### src/hw/rtl/ctn_pkg.sv
// Package for the capture tachometer needle block: field widths, register
// indexes, reset values and the sequencer state type.
// No dependencies; every other file imports it.
package ctn_pkg;

    localparam int CAP_W      = 16;   // capture word and period width
    localparam int TICK_W     = 24;   // tick_rate register
    localparam int PPR_W      = 8;    // pulses_per_rev register
    localparam int THR_W      = 16;   // change_threshold register
    localparam int SW_W       = 12;   // sector_width register
    localparam int SPEED_W    = 16;   // speed in RPM
    localparam int CFG_IDX_W  = 4;
    localparam int CFG_DATA_W = 24;

    // Shared divider: left-aligned dividend register and remainder register.
    localparam int DVD_W = 30;        // widest dividend: freq * 60
    localparam int REM_W = 24;        // widest divisor: the period, zero-extended
    localparam int CNT_W = 5;         // holds up to DVD_W steps

    localparam int SECTOR_COUNT_DEF = 12;

    localparam logic [CFG_IDX_W-1:0] REG_TICK_RATE        = 4'd0;
    localparam logic [CFG_IDX_W-1:0] REG_PULSES_PER_REV   = 4'd1;
    localparam logic [CFG_IDX_W-1:0] REG_CHANGE_THRESHOLD = 4'd2;
    localparam logic [CFG_IDX_W-1:0] REG_SECTOR_WIDTH     = 4'd3;

    localparam logic [TICK_W-1:0] TICK_RATE_RST        = 24'd1000000;
    localparam logic [PPR_W-1:0]  PULSES_PER_REV_RST   = 8'd24;
    localparam logic [THR_W-1:0]  CHANGE_THRESHOLD_RST = 16'd7;
    localparam logic [SW_W-1:0]   SECTOR_WIDTH_RST     = 12'd15;

    localparam logic [SPEED_W-1:0] SPEED_MAX = 16'hffff;
    localparam logic [CAP_W-1:0]   WRAP_MAX  = 16'hffff;

    typedef enum logic [3:0] {
        ST_IDLE,      // waiting for a capture word
        ST_FREQ,      // tick_rate / period
        ST_MUL,       // freq * 60 loaded as the next dividend
        ST_RPM,       // (freq * 60) / pulses_per_rev
        ST_SAT,       // saturate to 16 bits
        ST_CHECK,     // compare against the shown speed
        ST_NEW,       // new speed / sector_width
        ST_LOAD_OLD,  // keep the new sector, load the shown speed
        ST_OLD,       // shown speed / sector_width
        ST_EMIT       // wait for the output register, then update
    } ctn_state_t;

endpackage

### src/hw/rtl/capture_tachometer_needle.sv
// Capture tachometer needle top level: pairs capture words, computes speed
// and needle sectors with one shared restoring divider. Depends on ctn_pkg.
//
//   Channel  Direction  Handshake              Word
//   s_       in         s_valid / s_ready      s_capture_value
//   m_       out        m_valid / m_ready      m_erase_sector, m_draw_sector,
//                                              m_speed_rpm
//   cfg_     in         cfg_valid / cfg_ready  cfg_index, cfg_data
//
// The first word of a pair is stored in the first-capture register. For the
// second word, no result is produced when the speed change stays within the
// threshold; a zero period skips the two speed divisions. The single
// divider retires one quotient bit per cycle: 24 steps for the frequency,
// 30 for the RPM and 16 for each sector.
// Reset is synchronous and active low; it restores the register defaults
// and clears the pairing state and the shown speed. A stalled result waits
// in the output register; the divider finishes its next item and then holds
// in its final state until that register is free.
module capture_tachometer_needle
    import ctn_pkg::*;
#(
    parameter int SECTOR_COUNT = SECTOR_COUNT_DEF,
    parameter int SECT_W       = $clog2(SECTOR_COUNT + 1)
) (
    input  logic                  aclk,
    input  logic                  aresetn,

    input  logic                  s_valid,
    output logic                  s_ready,
    input  logic [CAP_W-1:0]      s_capture_value,

    output logic                  m_valid,
    input  logic                  m_ready,
    output logic [SECT_W-1:0]     m_erase_sector,
    output logic [SECT_W-1:0]     m_draw_sector,
    output logic [SPEED_W-1:0]    m_speed_rpm,

    input  logic                  cfg_valid,
    output logic                  cfg_ready,
    input  logic [CFG_IDX_W-1:0]  cfg_index,
    input  logic [CFG_DATA_W-1:0] cfg_data
);

    // Maps a sector quotient onto the dial, folding everything past the
    // last sector into the beyond-the-dial code.
    function automatic logic [SECT_W-1:0] clamp_sector(input logic [SPEED_W-1:0] quo);
        logic [SECT_W-1:0] res;
        if (quo >= SPEED_W'(SECTOR_COUNT)) begin
            res = SECT_W'(SECTOR_COUNT);
        end else begin
            res = quo[SECT_W-1:0];
        end
        return res;
    endfunction

    // Configuration registers.
    logic [TICK_W-1:0] tick_rate_reg;
    logic [PPR_W-1:0]  pulses_per_rev_reg;
    logic [THR_W-1:0]  change_threshold_reg;
    logic [SW_W-1:0]   sector_width_reg;

    // Block state.
    ctn_state_t        state_reg, state_next;
    logic              awaiting_reg, awaiting_next;
    logic [CAP_W-1:0]  first_capture_reg, first_capture_next;
    logic [SPEED_W-1:0] shown_speed_reg, shown_speed_next;
    logic [SPEED_W-1:0] speed_reg, speed_next;
    logic [SECT_W-1:0] new_sector_reg, new_sector_next;

    // Shared divider.
    logic [DVD_W-1:0]  quo_reg, quo_next;
    logic [REM_W-1:0]  rem_reg, rem_next;
    logic [REM_W-1:0]  dvs_reg, dvs_next;
    logic [CNT_W-1:0]  cnt_reg, cnt_next;

    // Output register.
    logic              m_valid_reg, m_valid_next;
    logic [SECT_W-1:0] m_erase_reg, m_erase_next;
    logic [SECT_W-1:0] m_draw_reg, m_draw_next;
    logic [SPEED_W-1:0] m_speed_reg, m_speed_next;

    logic              in_fire;
    logic              out_free;
    logic              emit_fire;
    logic              div_last;
    logic [REM_W+1:0]  trial;
    logic              take;
    logic [REM_W-1:0]  step_rem;
    logic [DVD_W-1:0]  step_quo;
    logic [CAP_W-1:0]  period;
    logic [DVD_W-1:0]  freq_ext;
    logic [DVD_W-1:0]  rpm_dividend;
    logic [SPEED_W-1:0] speed_diff;
    logic              speed_changed;
    logic [PPR_W-1:0]  ppr_eff;
    logic [SW_W-1:0]   sw_eff;

    assign cfg_ready = 1'b1;

    always_ff @(posedge aclk) begin
        if (!aresetn) begin
            tick_rate_reg        <= TICK_RATE_RST;
            pulses_per_rev_reg   <= PULSES_PER_REV_RST;
            change_threshold_reg <= CHANGE_THRESHOLD_RST;
            sector_width_reg     <= SECTOR_WIDTH_RST;
        end else if (cfg_valid) begin
            case (cfg_index)
                REG_TICK_RATE:        tick_rate_reg        <= cfg_data[TICK_W-1:0];
                REG_PULSES_PER_REV:   pulses_per_rev_reg   <= cfg_data[PPR_W-1:0];
                REG_CHANGE_THRESHOLD: change_threshold_reg <= cfg_data[THR_W-1:0];
                REG_SECTOR_WIDTH:     sector_width_reg     <= cfg_data[SW_W-1:0];
                default: ;
            endcase
        end
    end

    // Zero divisors behave as one.
    assign ppr_eff = (pulses_per_rev_reg == '0) ? PPR_W'(1) : pulses_per_rev_reg;
    assign sw_eff  = (sector_width_reg == '0) ? SW_W'(1) : sector_width_reg;

    // Period from the first capture to the second; a second capture at or below the first one wraps.
    assign period = (s_capture_value > first_capture_reg)
                  ? s_capture_value - first_capture_reg
                  : (WRAP_MAX - first_capture_reg) + s_capture_value;

    // One restoring step: shift the next dividend bit into the remainder
    // and subtract the divisor when it fits.
    assign trial    = {1'b0, rem_reg, quo_reg[DVD_W-1]} - {2'b00, dvs_reg};
    assign take     = ~trial[REM_W+1];
    assign step_rem = take ? trial[REM_W-1:0] : {rem_reg[REM_W-2:0], quo_reg[DVD_W-1]};
    assign step_quo = {quo_reg[DVD_W-2:0], take};
    assign div_last = (cnt_reg == CNT_W'(1));

    // freq * 60 as (freq << 6) - (freq << 2); freq is at most 24 bits.
    assign freq_ext     = {{(DVD_W-TICK_W){1'b0}}, quo_reg[TICK_W-1:0]};
    assign rpm_dividend = (freq_ext << 6) - (freq_ext << 2);

    assign speed_diff    = (speed_reg > shown_speed_reg) ? speed_reg - shown_speed_reg
                                                          : shown_speed_reg - speed_reg;
    assign speed_changed = (speed_diff > change_threshold_reg);

    assign out_free  = ~m_valid_reg | m_ready;
    assign in_fire   = s_valid & s_ready;
    assign emit_fire = (state_reg == ST_EMIT) & out_free;

    // Next state.
    always_comb begin
        state_next = state_reg;
        case (state_reg)
            ST_IDLE: begin
                if (s_valid && awaiting_reg) begin
                    state_next = (period == '0) ? ST_CHECK : ST_FREQ;
                end
            end
            ST_FREQ:     if (div_last) state_next = ST_MUL;
            ST_MUL:      state_next = ST_RPM;
            ST_RPM:      if (div_last) state_next = ST_SAT;
            ST_SAT:      state_next = ST_CHECK;
            ST_CHECK:    state_next = speed_changed ? ST_NEW : ST_IDLE;
            ST_NEW:      if (div_last) state_next = ST_LOAD_OLD;
            ST_LOAD_OLD: state_next = ST_OLD;
            ST_OLD:      if (div_last) state_next = ST_EMIT;
            ST_EMIT:     if (out_free) state_next = ST_IDLE;
            default:     state_next = ST_IDLE;
        endcase
    end

    // Datapath and outputs.
    always_comb begin
        s_ready            = (state_reg == ST_IDLE);
        awaiting_next      = awaiting_reg;
        first_capture_next = first_capture_reg;
        shown_speed_next   = shown_speed_reg;
        speed_next         = speed_reg;
        new_sector_next    = new_sector_reg;
        quo_next           = quo_reg;
        rem_next           = rem_reg;
        dvs_next           = dvs_reg;
        cnt_next           = cnt_reg;
        m_valid_next       = m_valid_reg & ~m_ready;
        m_erase_next       = m_erase_reg;
        m_draw_next        = m_draw_reg;
        m_speed_next       = m_speed_reg;

        case (state_reg)
            ST_IDLE: begin
                if (in_fire) begin
                    if (!awaiting_reg) begin
                        first_capture_next = s_capture_value;
                        awaiting_next      = 1'b1;
                    end else begin
                        awaiting_next = 1'b0;
                        speed_next    = SPEED_MAX;
                        quo_next      = {tick_rate_reg, {(DVD_W-TICK_W){1'b0}}};
                        rem_next      = '0;
                        dvs_next      = {{(REM_W-CAP_W){1'b0}}, period};
                        cnt_next      = CNT_W'(TICK_W);
                    end
                end
            end
            ST_FREQ, ST_RPM, ST_NEW, ST_OLD: begin
                quo_next = step_quo;
                rem_next = step_rem;
                cnt_next = cnt_reg - CNT_W'(1);
            end
            ST_MUL: begin
                quo_next = rpm_dividend;
                rem_next = '0;
                dvs_next = {{(REM_W-PPR_W){1'b0}}, ppr_eff};
                cnt_next = CNT_W'(DVD_W);
            end
            ST_SAT: begin
                speed_next = (quo_reg[DVD_W-1:SPEED_W] != '0) ? SPEED_MAX
                                                               : quo_reg[SPEED_W-1:0];
            end
            ST_CHECK: begin
                quo_next = {speed_reg, {(DVD_W-SPEED_W){1'b0}}};
                rem_next = '0;
                dvs_next = {{(REM_W-SW_W){1'b0}}, sw_eff};
                cnt_next = CNT_W'(SPEED_W);
            end
            ST_LOAD_OLD: begin
                new_sector_next = clamp_sector(quo_reg[SPEED_W-1:0]);
                quo_next        = {shown_speed_reg, {(DVD_W-SPEED_W){1'b0}}};
                rem_next        = '0;
                cnt_next        = CNT_W'(SPEED_W);
            end
            ST_EMIT: begin
                if (emit_fire) begin
                    m_valid_next     = 1'b1;
                    m_erase_next     = clamp_sector(quo_reg[SPEED_W-1:0]);
                    m_draw_next      = new_sector_reg;
                    m_speed_next     = speed_reg;
                    shown_speed_next = speed_reg;
                end
            end
            default: ;
        endcase
    end

    always_ff @(posedge aclk) begin
        if (!aresetn) begin
            state_reg         <= ST_IDLE;
            awaiting_reg      <= 1'b0;
            first_capture_reg <= '0;
            shown_speed_reg   <= '0;
            m_valid_reg       <= 1'b0;
            cnt_reg           <= '0;
        end else begin
            state_reg         <= state_next;
            awaiting_reg      <= awaiting_next;
            first_capture_reg <= first_capture_next;
            shown_speed_reg   <= shown_speed_next;
            m_valid_reg       <= m_valid_next;
            cnt_reg           <= cnt_next;
        end
    end

    always_ff @(posedge aclk) begin
        speed_reg      <= speed_next;
        new_sector_reg <= new_sector_next;
        quo_reg        <= quo_next;
        rem_reg        <= rem_next;
        dvs_reg        <= dvs_next;
        m_erase_reg    <= m_erase_next;
        m_draw_reg     <= m_draw_next;
        m_speed_reg    <= m_speed_next;
    end

    assign m_valid        = m_valid_reg;
    assign m_erase_sector = m_erase_reg;
    assign m_draw_sector  = m_draw_reg;
    assign m_speed_rpm    = m_speed_reg;

endmodule

### config.mk
export PLATFORM = sky130hd
export DESIGN_NAME = capture_tachometer_needle
export DESIGN_NICKNAME = d
export VERILOG_FILES = /design/src/hw/rtl/ctn_pkg.sv /design/src/hw/rtl/capture_tachometer_needle.sv
export SDC_FILE = /design/constraint.sdc
export NUM_CORES = 1
export LEC_CHECK = 0
export BUFFER_PORTS_ARGS = -buffer_cell sky130_fd_sc_hd__buf_4
export CAP_MARGIN = 20
export CORE_MARGIN = 2
export CORE_UTILIZATION = 30
export DETAILED_ROUTE_END_ITERATION = 6
export PLACE_DENSITY_LB_ADDON = 0.15
export SETUP_SLACK_MARGIN = 0.15
export SLEW_MARGIN = 20
export SYNTH_ARGS = -nofsm -noshare
export SYNTH_HDL_FRONTEND = slang
export SYNTH_SLANG_ARGS = --single-unit
### constraint.sdc
create_clock -name aclk -period 3.9 [get_ports aclk]
set_input_delay 0.195 -clock aclk [delete_from_list [all_inputs] [get_ports aclk]]
set_output_delay 0.195 -clock aclk [all_outputs]
set_load 0.1 [all_outputs]
### Word level (Yosys, flattened, before mapping)

Index checks and enable logic that the tools add are counted.

| storage, ports and cells | value |
|---|---|
| register bits | 225 |
| output and inout port bits | 27 |
| logic and storage cells | 121 |

| operators by class | value |
|---|---|
| add/sub/neg operators | 8 |
| reductions and logical operators | 28 |
| bitwise gates (word level) | 8 |
| eq/ne operators | 21 |
| order comparisons | 4 |
| multiplexer cells | 34 |

Operators with widths:

| cell | count |
|---|---|
| $pmux 30 s5 | 1 |
| $pmux 24 s3 | 2 |
| $mux 24 | 5 |
| $mux 16 | 5 |
| $mux 30 | 2 |
| $gt 16x16->1 | 3 |
| $sub 16x16->16 | 3 |
| $pmux 4 s10 | 1 |
| $pmux 16 s2 | 1 |
| $sub 30x26->30 | 1 |
| $mux 4 | 7 |
| $sub 25x24->26 | 1 |
| $pmux 5 s4 | 1 |
| $reduce_and 3->1 | 6 |
| $add 16x16->16 | 1 |
| $eq 4x2->1 const B | 4 |
| $eq 4x3->1 const B | 4 |
| $ge 16x4->1 const B | 1 |
| $logic_not 16->1 | 1 |
| $sub 16x16->16 const A | 1 |
| $reduce_bool 14->1 | 1 |
| $logic_not 12->1 | 1 |
| $mux 12 | 1 |
| $reduce_and 2->1 | 6 |
| 24 further kinds | 43 |

### Logic depth before layout (Yosys ltp)

| depth | value |
|---|---|
| depth in word-level cells | 7 |
| mapped depth | 25 |

### Worst setup path after synthesis

Ideal clock, no wire load.

| path | value |
|---|---|
| path kind | register to register |
| start | register state_reg[3] |
| end | register cnt_reg[2] |
| setup slack | -1370 ps |
| required time | 3763 ps |
| cell stages (with the launch flop) | 9 |
| data arrival time | 5134 ps |
| setup time | 137 ps |
| period minus slack after synthesis | 5270 ps |
| cell sequence | dfxtp_1 -> clkbuf_1 -> nor4_1 -> and3_1 -> nor2_1 -> inv_1 -> o21ai_0 -> a21oi_1 -> a21boi_0 |

| on the way | value |
|---|---|
| cells in the longest elaborated chain, start to end | 4 |
| elaborated cells between the ends (all ways) | 16 |

Ends and longest elaborated chain:

| item | RTL line | source |
|---|---|---|
| from (decl) | capture_tachometer_needle.sv:63 | `ctn_state_t state_reg, state_next;` |
| from (signal assigned) | capture_tachometer_needle.sv:250 | `state_reg <= state_next;` |
| $logic_not 4->1 (*) | capture_tachometer_needle.sv:170 | `s_ready = (state_reg == ST_IDLE);` |
| named net s_ready | capture_tachometer_needle.sv:29 | `output logic s_ready,` |
| $and 1x1->1 | capture_tachometer_needle.sv:143 | `assign in_fire = s_valid & s_ready;` |
| $ne 2x1->1 (no source line) | - |  |
| $reduce_and 3->1 (no source line) | - |  |
| to (signal assigned) | capture_tachometer_needle.sv:255 | `cnt_reg <= cnt_next;` |
| to (decl) | capture_tachometer_needle.sv:74 | `logic [CNT_W-1:0] cnt_reg, cnt_next;` |

The timed path passes the listed nets; every way through them passes the cells marked *.
A chain may end at the register's enable or synchronous reset.

### Worst setup path after layout

| path | value |
|---|---|
| start | register speed_reg[0] |
| end | register state_reg[2] |

| on the way | value |
|---|---|
| cells in the longest elaborated chain, start to end | 5 |
| elaborated cells between the ends (all ways) | 7 |

Ends and longest elaborated chain:

| item | RTL line | source |
|---|---|---|
| from (decl) | capture_tachometer_needle.sv:67 | `logic [SPEED_W-1:0] speed_reg, speed_next;` |
| from (signal assigned) | capture_tachometer_needle.sv:260 | `speed_reg <= speed_next;` |
| $sub 16x16->16 (tied with other cells) | capture_tachometer_needle.sv:139 | `: shown_speed_reg - speed_reg;` |
| $mux 16 (*) | capture_tachometer_needle.sv:138 | `assign speed_diff = (speed_reg > shown_speed_reg) ? speed_reg - shown_speed_reg` |
| $gt 16x16->1 (*) | capture_tachometer_needle.sv:140 | `assign speed_changed = (speed_diff > change_threshold_reg);` |
| $mux 3 (*) | capture_tachometer_needle.sv:159 | `ST_CHECK: state_next = speed_changed ? ST_NEW : ST_IDLE;` |
| $pmux 4 s10 (*) | capture_tachometer_needle.sv:149 | `case (state_reg)` |

Every way passes the cells marked *; elsewhere a longest branch is shown, timed or not.

==> flow_summary.toml <==
[synth]
syn-cell-area_mm2 = 0.0139
synthAdderAreaFrac_pct = 9.98
synth_cell_type_count = 85
ys_warn_count = 0
syn_area_per_cell_um2 = 8.91
synthCells = 1562
synth_mux_area_share_pct = 3.53
synth_top_family_by_area = "compound AO/OA/AOI/OAI gates"
synth-compound-area-share_pct = 20.4
synth_enable_flop_cells = 114
ys_ff_latch = 217
synth-xor-area-share_pct = 3.84
async_flop_share_pct = 0
synth_flop_cell = "edfxtp_1"
synth_simple_gate_area_share_pct = 17.2
syn_nets = 1719
ys_seq_area_share_pct = 39.4

[pwr]
pwr-share-clk_pct = 26.9
p_int_mw = 5.84
combPwrFrac_pct = 39.4
p_sw_share_pct = 38.2
ir_worst_vdd_uv = 366
power.leakage_nw = 7.04
p_seq_share_pct = 33.7
powerDensity_mw_per_mm2 = 541
total_power_mw = 9.46
switchingPower_mw = 3.62

[sta]
whs_ns = 0.166
finalSetupViolCount = 2
skew_ns = 0.00973
tightestPinTransition_ns = 0.946
period_share_pct = 113
hold_violations = 0
finalWorstSetupSlack_ns = -0.518
tns_ns = -1.01
slew_violations = 0
maxSlewHeadroom_pct = 36.9
rsz0062_at_grt = "true"
max_freq_ghz = 0.226
min_period_ns = 4.42

[worst_setup_path]
endpoint = "state_reg[2]"
cp.required_ns = 4.35
r2r_start = "speed_reg[0]"
arrival_ns = 4.87
cp_max_fo = 6
r2r-end = "state_reg[2]"
r2r_cells = 22
startpoint = "speed_reg[0]"
start_kind = "flip-flop"
critPathKind = "reg2reg"
end_kind = "flip-flop"
rrSetupSlack_ns = -0.52

[flow_run]
max-cap-violations = 0

[global_route]
grt_pass1_vias = 11668
grt_max_degree = 85
antenna_found_initial = 0
gr-total-overflow = 0
grt_pass1_wl_um = 68500
grt_usage_pct = 18.3

[die]
die_h_um = 219
die_x_um = 219
start_util_pct = 30.5
dieArea_mm2 = 0.0481
core_area_mm2 = 0.0456
row_count = 78
ioPinCount = 76

[clock_network]
cts_tree = "built"
numCtsBuffers = 29
root_buffer = "clkbuf_16"
clk_latency_ns = 0.57
cts_max_level = 1
cts_sinks = 217
cts_buffer_depth = 3
clk_pin_slew_worst_paths_ns = 0.06

[finish]
fin_cells = 2386
syn_to_final_growth_pct = 25.7
fin_nets = 1920
n_antenna_cell = 0
drive_above_1_share_pct = 17.6
largest_register_ffs = 30

[outcome]
outcome = "finished with violations"
violations = "negative setup slack"

[route]
ant_nets = 0
drc = 0
firstDrtPassIters = 5
via_per_inst = 5.03
drt-wirelength-per-cell_um = 18.4
vias = 11998
drtIter0Drc = 819
wl_um = 44000

[placement]
gp_congestion = 0.910
place_ws_ns = -0.690
dp_hpwl_um = 33200
portBuffers = 74
placedCellCount = 2277

[min_path]
worstHoldPathCells = 5
hold_class = "in2reg"
[layer usage]
layer  routed length [µm]  GRT usage (%)  vias to the layer above
li1                     -              -                     5962
met1                22100           27.1                     5705
met2                18600           27.6                      283
met3                 2240           2.95                       48
met4                 1050           4.62                        0
met5                    0              0                        -
[synth_stat cells (all sizes together) (5+ instances only)]
| cell | n | area, µm² |
|---|---|---|
| buf | 20 | 105 |
| and2 | 7 | 43.8 |
| nand2b | 12 | 75.1 |
| a21boi | 69 | 518 |
| o211ai | 9 | 67.6 |
| nor2b | 28 | 175 |
| mux2 | 8 | 90.1 |
| or2 | 6 | 37.5 |
| inv | 129 | 484 |
| o221ai | 5 | 43.8 |
| o21a | 12 | 90.1 |
| a211oi | 12 | 100 |
| o22ai | 7 | 50.1 |
| a222oi | 17 | 170 |
| o31ai | 5 | 37.5 |
| edfxtp | 114 | 3420 |
| nand4 | 15 | 93.8 |
| nor3 | 20 | 105 |
| nor4b | 5 | 50.0 |
| or3 | 12 | 75.1 |
| o21bai | 12 | 90.1 |
| a21oi | 82 | 437 |
| a21o | 38 | 287 |
| nor2 | 106 | 400 |
| o21ai | 66 | 334 |
| nand3 | 28 | 145 |
| nor4 | 18 | 113 |
| mux2i | 40 | 400 |
| xnor2 | 40 | 350 |
| clkbuf | 51 | 191 |
| a221oi | 7 | 73.8 |
| a31oi | 14 | 87.6 |
| and4 | 6 | 52.6 |
| xor2 | 21 | 184 |
| ha | 103 | 1290 |
| dfxtp | 103 | 2060 |
| nand2 | 244 | 916 |
| fa | 5 | 100 |
| a22oi | 17 | 128 |
[stage by stage]
| step | util [%] | cell area [µm²] |
|---|---|---|
| finish | 38.4 | 17500 |
| global route | 38.4 | 17500 |
| CTS | 38.3 | 17500 |
| detailed placement | 34.9 | 15900 |
| global placement | 34.9 | 15900 |
| floorplan | - | 14000 |
[layout by cell type, fill, tap and decap left out, types with 8 or more instances in the layout]
cell type,n
mux2i_1,40
ha_1,94
nand4_1,15
a222oi_1,17
nor3_1,18
dfxtp_1,103
nor2b_1,28
a21boi_0,68
a21o_1,37
nor2_1,103
xnor2_1,40
edfxtp_1,114
inv_1,128
o211ai_1,9
buf_4,192
o21a_1,12
a211oi_1,8
o21ai_1,9
dlygate4sd3_1,47
nor4_1,14
a21oi_1,75
xor2_1,21
clkinv_2,9
a31oi_1,13
o21bai_1,12
or3_1,11
a22oi_1,17
nand2_1,244
nand2b_1,12
o21ai_0,53
clkbuf_16,29
nand3_1,27
[logic make-up (layout without fill, tap and decap cells)]
kind of cell    Yosys count  in the layout
compound gates          405            405
xor+xnor                 61             61
other cells               1              1
mux                      48             48
flops                   217            217
buf+inv                 201            425
simple gates            521            521
fa+ha+maj               108            108
[how the worst min path moves through the flow]
stage                                 start                  endpoint  slack, ns
after global routing           cfg_index[0]   change_threshold_reg[5]       0.18
after global placement    new_sector_reg[2]          m_draw_sector[2]       0.40
after floorplan                 cfg_data[0]   change_threshold_reg[0]       0.32
after CTS                      cfg_index[0]  change_threshold_reg[15]       0.14
final                          cfg_index[0]   change_threshold_reg[8]       0.17
after detailed placement  new_sector_reg[2]          m_draw_sector[2]       0.41
[power by group through the flow]
stage                     combinational, mW  clock, mW  sequential, mW
after floorplan                        2.76          0            3.09
after global placement                 3.62          0            3.22
after detailed placement               3.64          0            3.23
after CTS                              3.71       2.63            3.18
after global routing                   4.15       2.70            3.23
final                                  3.72       2.55            3.19
[worst max-delay path, cell delays in order, from the launching register on]
cell	delay, ns
edfxtp_1	0.38
inv_1	0.08
ha_2	0.17
inv_2	0.04
fa_2	0.34
a211oi_2	0.22
o21ai_1	0.10
a31oi_2	0.23
o22ai_4	0.16
mux2_4	0.34
a221oi_2	0.24
o21a_1	0.22
o21ai_2	0.08
a221oi_2	0.27
xnor2_1	0.18
ha_1	0.28
nand4_1	0.14
nor2_1	0.07
a211oi_2	0.21
a21oi_2	0.12
buf_4	0.15
o2111ai_2	0.18
o31ai_1	0.09
[final cells by class]
class,count,area (µm²)
Clock buffer,36,772
Sequential cell,217,5490
Tap cell,600,751
Inverter,130,488
Clock inverter,18,128
Multi-Input combinational cell,1144,7920
Timing Repair Buffer,241,1940
Fill cell,4610,28100
[timing repair]
item,CTS,global route
buffers inserted,7,1
setup endpoints to repair,2,5
resized for setup,18,4
pin swaps,20,1
hold endpoints to repair,78,0
hold buffers,47,0
(Power assumes the default switching activity.)
